**src/rtl/sem_pkg.sv**
```systemverilog
`timescale 1ns / 1ps

package sem_pkg;

    // Line store geometry.
    localparam int MAX_WIDTH = 2048;
    localparam int COL_W     = $clog2(MAX_WIDTH);
    localparam int CFG_W     = 12;
    localparam int CMP_W     = (COL_W + 1 > CFG_W) ? COL_W + 1 : CFG_W;
    localparam int MIN_WIDTH = 3;

    // Pixel and arithmetic widths.
    localparam int PIX_W  = 8;
    localparam int GRAD_W = 12;   // signed Sobel sum, |g| <= 1020
    localparam int ABS_W  = 10;   // magnitude of a Sobel sum
    localparam int DIV5_MUL   = 205;  // floor(x * 205 / 1024) == x / 5 for x < 1024
    localparam int DIV5_SHIFT = 10;
    localparam int PROD_W = ABS_W + 8;
    localparam int Q_W    = 8;    // |g| / 5 <= 204
    localparam int SQ_W   = 2 * Q_W + 1;
    localparam int SQRT_STEPS = (SQ_W + 1) / 2;
    localparam int ROOT_W = SQRT_STEPS;
    localparam int STEP_W = $clog2(SQRT_STEPS);
    localparam int MAG_MAX = 255;

    // Per-pixel sequencer.
    typedef enum logic [2:0] {
        ST_IDLE,
        ST_READ,
        ST_SUM,
        ST_SCALE,
        ST_SQUARE,
        ST_LAUNCH,
        ST_ROOT,
        ST_EMIT
    } sem_state_t;

endpackage

```
**src/rtl/sem_sqrt.sv**
```systemverilog
`timescale 1ns / 1ps

module sem_sqrt
    import sem_pkg::*;
(
    input  logic              aclk,
    input  logic              aresetn,
    input  logic              start,
    input  logic [SQ_W-1:0]   operand,
    output logic              done,
    output logic [ROOT_W-1:0] root
);

    localparam int RW = SQ_W + 1;

    logic              busy_reg, busy_next;
    logic              done_reg, done_next;
    logic [STEP_W-1:0] step_reg, step_next;
    logic [RW-1:0]     rem_reg, rem_next;
    logic [RW-1:0]     root_reg, root_next;
    logic [RW-1:0]     bit_reg, bit_next;
    logic [RW-1:0]     trial;

    // One digit of the restoring square root per cycle.
    always_comb begin
        busy_next = busy_reg;
        done_next = 1'b0;
        step_next = step_reg;
        rem_next  = rem_reg;
        root_next = root_reg;
        bit_next  = bit_reg;
        trial     = root_reg + bit_reg;
        if (start) begin
            busy_next = 1'b1;
            step_next = STEP_W'(SQRT_STEPS - 1);
            rem_next  = RW'(operand);
            root_next = '0;
            bit_next  = RW'(1) << (2 * (SQRT_STEPS - 1));
        end else if (busy_reg) begin
            if (rem_reg >= trial) begin
                rem_next  = rem_reg - trial;
                root_next = (root_reg >> 1) + bit_reg;
            end else begin
                root_next = root_reg >> 1;
            end
            bit_next = bit_reg >> 2;
            if (step_reg == '0) begin
                busy_next = 1'b0;
                done_next = 1'b1;
            end else begin
                step_next = step_reg - 1'b1;
            end
        end
    end

    // Control state.
    always_ff @(posedge aclk) begin
        if (!aresetn) begin
            busy_reg <= 1'b0;
            done_reg <= 1'b0;
        end else begin
            busy_reg <= busy_next;
            done_reg <= done_next;
        end
    end

    // Datapath state.
    always_ff @(posedge aclk) begin
        step_reg <= step_next;
        rem_reg  <= rem_next;
        root_reg <= root_next;
        bit_reg  <= bit_next;
    end

    assign done = done_reg;
    assign root = root_reg[ROOT_W-1:0];

endmodule

```
**config.mk**
```make
export PLATFORM = sky130hd
export DESIGN_NAME = sem_sqrt
export DESIGN_NICKNAME = d
export VERILOG_FILES = /design/src/rtl/sem_pkg.sv /design/src/rtl/sem_sqrt.sv
export SDC_FILE = /design/constraint.sdc
export NUM_CORES = 1
export LEC_CHECK = 0
export BUFFER_PORTS_ARGS = -buffer_cell sky130_fd_sc_hd__buf_2
export CAP_MARGIN = 0
export CORE_MARGIN = 10
export CORE_UTILIZATION = 50
export DETAILED_ROUTE_END_ITERATION = 10
export PLACE_DENSITY = 0.71
export SLEW_MARGIN = 20
export SYNTH_ARGS = -nofsm -noshare
export SYNTH_HDL_FRONTEND = slang
export SYNTH_SLANG_ARGS = --single-unit
export TNS_END_PERCENT = 100
```
**constraint.sdc**
```tcl
create_clock -name aclk -period 3.5 [get_ports aclk]
set_input_delay 0.175 -clock aclk [delete_from_list [all_inputs] [get_ports aclk]]
set_output_delay 0.175 -clock aclk [all_outputs]
set_load 0.1 [all_outputs]
```
* Yosys cells after proc, flatten, opt, wreduce, memory -nomap -nowiden *
Cells that the tools add are included.

storage, ports and cells
  output and inout bits = 10
  register bits after elaboration = 51
  input port bits = 20
  word-level logic and storage cells = 30

operators by class
  bitwise operators = 3
  magnitude comparators = 1
  muxes and demuxes = 8
  add/sub/neg operators = 4
  reductions and logical operators = 7

operator list
  operator               count
  $mux W17               3
  $add A17 B17 Y18       1
  $add A18 B17 Y18       1
  $ge A18 B18 Y1         1
  $mux W18               1
  $sub A18 B18 Y18       1
  $reduce_and A2 Y1      3
  $logic_not A4 Y1       1
  $mux W1                4
  $reduce_bool A2 Y1     2
  $sub A4 B1 Y4 const B  1
  $not A1 Y1             3
  $reduce_or A3 Y1       1

* Depth between registers and ports, before layout *
  depth after elaboration = 5
  depth in mapped cells = 18
  gate-level depth less buffers = 15

* Worst setup path after synthesis *
No wires, ideal clock.

  path kind = reg-to-reg
  start = register root_reg[2]
  end = register rem_reg[0], enable pin
  setup slack = -192 ps
  path buffers = 0
  data required time = 3,128 ps
  cell stages (with the launch flop) = 14
  period minus slack after synthesis = 3,692 ps
  arrival time = 3,320 ps
  setup time = 372 ps
  cell sequence = dfxtp_1 > ha_1 > a31oi_1 > o21ai_0 > nand3_1 > nand2_1 > xnor2_1 > ha_1 > o211ai_1 > nor3_1 > a221oi_4 > a211o_1 > nand2_1 > a21o_1

between the ends
  word-level cells in the longest chain between the ends = 4

RTL lines
  what                                 RTL line        source
  start, declared                      sem_sqrt.sv:20  logic [RW-1:0] root_reg, root_next;
  start signal, assigned               sem_sqrt.sv:71  root_reg <= root_next;
  $add A18 B17 Y18                     sem_sqrt.sv:32  trial = root_reg + bit_reg;
  $ge A18 B18 Y1                       sem_sqrt.sv:40  if (rem_reg >= trial) begin
  $reduce_bool A2 Y1 (no source line)  -
  $reduce_and A2 Y1 (no source line)   -
  end signal, assigned                 sem_sqrt.sv:70  rem_reg <= rem_next;
  end, declared                        sem_sqrt.sv:19  logic [RW-1:0] rem_reg, rem_next;

No other way between the ends.
A chain may end at the register's enable or synchronous reset.

* Final worst setup path *
  start = register root_reg[0]
  end = register rem_reg[0], enable pin

The elaborated chain is that of the path after synthesis.

==> flow_summary.rst <==
.. list-table::
   :header-rows: 1

   * - Metric
     - Value
   * - Die W
     - 112 um
   * - Slew of the pin with the lowest slew margin
     - 0.953 ns
   * - Layer with the highest usage after global routing
     - met2
   * - Minimum setup slack in the final design
     - 0.0963 ns
   * - Maximum number of pins on one net before global-route repair
     - 45
   * - CP startpoint kind
     - flip-flop
   * - Worst Reg2Reg Path Length in Cells
     - 14
   * - Async set-reset flop share out of synthesis
     - 0%
   * - Part of the Yosys area used for sequential elements
     - 28.0%
   * - Hold WS
     - 0.0595 ns
   * - Ratio of cells with drive above 1 in the final layout
     - 27.7%
   * - Gp weighted congestion
     - 0.921
   * - Crit path DAT
     - 3.43 ns
   * - Flop and latch count out of synthesis
     - 51
   * - Main flop type after synthesis
     - dfxtp_1
   * - Endpoints failing setup
     - 0
   * - Number of buffers between clock root and the deepest sink
     - 2
   * - Number of buffers added on ports
     - 29
   * - CTS Root Buffer Type
     - clkbuf_8
   * - Number of antenna violations at the first check in global routing
     - 0
   * - Register-to-register setup slack
     - 0.1 ns
   * - Run status
     - complete, no violations
   * - Number of clock buffers inserted by TritonCTS
     - 5
   * - Sequential power share
     - 22.6%
   * - Wirelength, routed
     - 12.0 mm
   * - Min-Delay Path Class
     - primary input to flip-flop
   * - Static leakage power
     - 2.10 nW
   * - Startpoint-to-endpoint class of the critical path
     - flip-flop to flip-flop
   * - Layout Utilization
     - 64.2%
   * - Number of search-and-repair iterations in the first detailed-routing pass
     - 5
   * - Slew margin rel.
     - 36.4%
   * - Critical Path Sink Type
     - flip-flop
   * - Total die area
     - 12600 um^2
   * - Fraction of met1 tracks used by global routing
     - 21.5%
   * - Site row count
     - 33
   * - First-pass GRT wire length
     - 19.0 mm
   * - Maximum resistive drop on vdd
     - 0.291 mV
   * - Combinational group share of total power
     - 64.5%
   * - Via count
     - 4247
   * - Share of the clock period used by the worst path
     - 97.2%
   * - Number of top-level pins
     - 30
   * - Vert. Die Dim
     - 112 um
   * - Worst slack at placement
     - -0.279 ns
   * - WP data required
     - 3.53 ns
   * - Synthesized netlist net count
     - 568
   * - Routed WL per cell
     - 18.0 um
   * - Switching pwr
     - 1.70 mW
   * - Final Max Slew Viols
     - 0
   * - Hold Path Stages
     - 2
   * - Via count of the first global-routing pass
     - 3955
   * - Number of nets with antenna violations after detailed routing
     - 0
   * - Gr ovfl total
     - 0
   * - Cells after synthesis
     - 508
   * - Initial DRC count
     - 236
   * - Launch instance of the worst register-to-register path
     - root_reg[0]
   * - Vias per inst
     - 6.36
   * - Reg2reg end
     - rem_reg[0]
   * - Count of flip-flops with a built-in enable after synthesis
     - 17
   * - Post-Synthesis Mean Instance Area
     - 8.37 um^2
   * - Syn-to-layout area delta
     - 24.7%
   * - Crit path time final
     - 3.40 ns
   * - Max-cap violation count
     - 0
   * - Worst Skew
     - 0.00827 ns
   * - Post-synth cell types
     - 62
   * - Met2 track utilization from global routing
     - 29.9%
   * - Critical hold path startpoint
     - aresetn
   * - Antenna diode instance count
     - 0
   * - Remaining routing DRC violations
     - 0
   * - Power share of the clock group
     - 12.9%
   * - P_int
     - 2.13 mW
   * - Std-Cell Core Area
     - 8260 um^2
   * - Yosys warning count
     - 0
   * - Initial standard-cell utilization of the core
     - 51.5%
   * - Power density relative to cell area
     - 721 nW/um^2
   * - TritonCTS clock tree
     - done
   * - Share of total power consumed by net switching
     - 44.3%
   * - Later-pin clock latency in the skew report
     - 0.32 ns
   * - Post-CTS Hold Buffers
     - 0
   * - Highest fanout seen on the critical path
     - 8
   * - Met3 global-route usage
     - 2.77%
   * - Clock sink count
     - 51
   * - Clock-pin slew reported for the worst setup and hold paths after clock tree synthesis
     - 0.11 ns
   * - Max Fclk
     - 294 MHz
   * - WHS Endpoint
     - busy_reg
   * - Overall track demand over capacity in global routing
     - 17.4%
   * - Final nets
     - 622
   * - Depth of the CTS H-tree
     - 2
   * - Detailed placement HPWL
     - 8.33 mm
   * - Netlist area before placement
     - 4250 um^2
   * - Final Hold Vio Count
     - 0
[Yosys cell counts (all sizes together) (3+ instances only)]
library cell / number / share of area [%]
o21ai: 35 / 4.1
xor2: 13 / 2.7
nand2b: 3 / 0.44
o221ai: 3 / 0.62
a2111oi: 3 / 0.91
nor3b: 3 / 0.53
o311ai: 3 / 0.62
inv: 12 / 1.1
o21bai: 4 / 0.71
nand3: 22 / 2.6
nor2b: 6 / 0.88
a31oi: 15 / 2.2
buf: 17 / 2.6
nor2: 40 / 3.5
a21oi: 16 / 1.9
nand4: 7 / 1.0
o31ai: 6 / 1.1
nor4b: 4 / 0.82
and4: 4 / 0.82
and3: 9 / 1.3
clkbuf: 23 / 2.0
a32oi: 5 / 1.0
a311oi: 4 / 0.82
o41ai: 3 / 0.62
nand2: 47 / 4.1
a21o: 7 / 1.2
a211o: 6 / 1.2
edfxtp: 17 / 12
mux2i: 10 / 2.4
xnor2: 17 / 3.5
nor4: 7 / 1.0
dfxtp: 34 / 16
nor3: 13 / 1.5
ha: 39 / 11
or4: 4 / 0.71
a211oi: 13 / 2.4
a311o: 4 / 0.94
a21boi: 4 / 0.71
o211ai: 5 / 0.88
[layout by cell type (no fill, tap or decap), types with 9 or more instances in the layout]
| cell | instances |
|---|---|
| nor3_1 | 11 |
| dfxtp_1 | 30 |
| o21ai_0 | 26 |
| a31oi_1 | 11 |
| a21oi_1 | 14 |
| ha_1 | 29 |
| nand3_1 | 21 |
| a211oi_1 | 9 |
| buf_4 | 50 |
| edfxtp_1 | 17 |
| inv_1 | 12 |
| nand2_1 | 46 |
| buf_2 | 29 |
| xor2_1 | 13 |
| nor2_1 | 37 |
| xnor2_1 | 17 |
| and3_1 | 9 |
| mux2i_1 | 10 |
[layout make-up]
type                    count  area (um^2)
inverters                  12         45.0
clock buffers               6         93.8
well taps                 105          131
multi-input cells         406         3190
flip-flops and latches     51         1200
fillers                   688         2950
clock inverters             2         41.3
repair buffers             86          608
[per-layer routing]
metal | share of wire [%] | wire length, um
met5 | 0 | 0
met3 | 4.5 | 548
met2 | 49 | 5950
met1 | 43 | 5210
met4 | 2.7 | 331
[stage by stage]
step	power, mW	std cells	cell area [um^2]	setup TNS (ns)
6_report	3.83	668	5300	0
4_1_cts	3.41	661	4930	0
2_1_floorplan	2.19	508	4270	0
3_3_place_gp	2.84	653	4750	-0.137
3_5_place_dp	2.89	653	4750	-1.93
5_1_grt	4.06	668	5300	-0.882
[how the worst max path moves through the flow]
stage	startpoint	end	cells after the start
6_report	root_reg[0]	rem_reg[0]	14
5_1_grt	root_reg[0]	rem_reg[17]	16
4_1_cts	root_reg[0]	rem_reg[9]	15
3_5_place_dp	root_reg[0]	rem_reg[17]	13
3_3_place_gp	root_reg[0]	rem_reg[17]	13
2_1_floorplan	root_reg[0]	root_reg[12]	17
[what timing repair did]
item,4_1_cts,5_1_grt
setup buffers,0,5
cloned,0,2
endpoints found under the setup margin,35,43
pin swaps,1,28
gates resized for setup,9,63
[critical path, stage by stage, from the launching register on]
cell      delay [ns]
dfxtp_2         0.34
ha_2            0.19
ha_4            0.13
a21o_1          0.17
a31oi_4         0.13
o311ai_4        0.35
and3_1          0.23
o21ai_2         0.06
xor2_1          0.16
ha_2            0.35
buf_6           0.12
nand4_1         0.17
a211o_1         0.33
nand2_2         0.14
a21o_4          0.22
[logic make-up (layout without fill, tap and decap cells)]
kind of cell,count (synthesis),after routing,share of synthesized area [%]
DFF,51,51,28.0
AOI/OAI and AO/OA,150,151,25.4
and+or+nand+nor,174,174,20.2
adders and majority gates,40,40,11.9
buffers and inverters,52,106,5.65
muxes,11,11,2.62
xor gates and xnor gates,30,30,6.18
[power by group through the flow]
stage	clock network [mW]	registers [mW]	logic, mW
floorplan	0	0.844	1.34
global placement	0	0.869	1.97
detailed placement	0	0.871	2.02
CTS	0.496	0.858	2.06
global route	0.518	0.876	2.67
finish	0.492	0.865	2.47
Power figures use the tool's default switching activity.
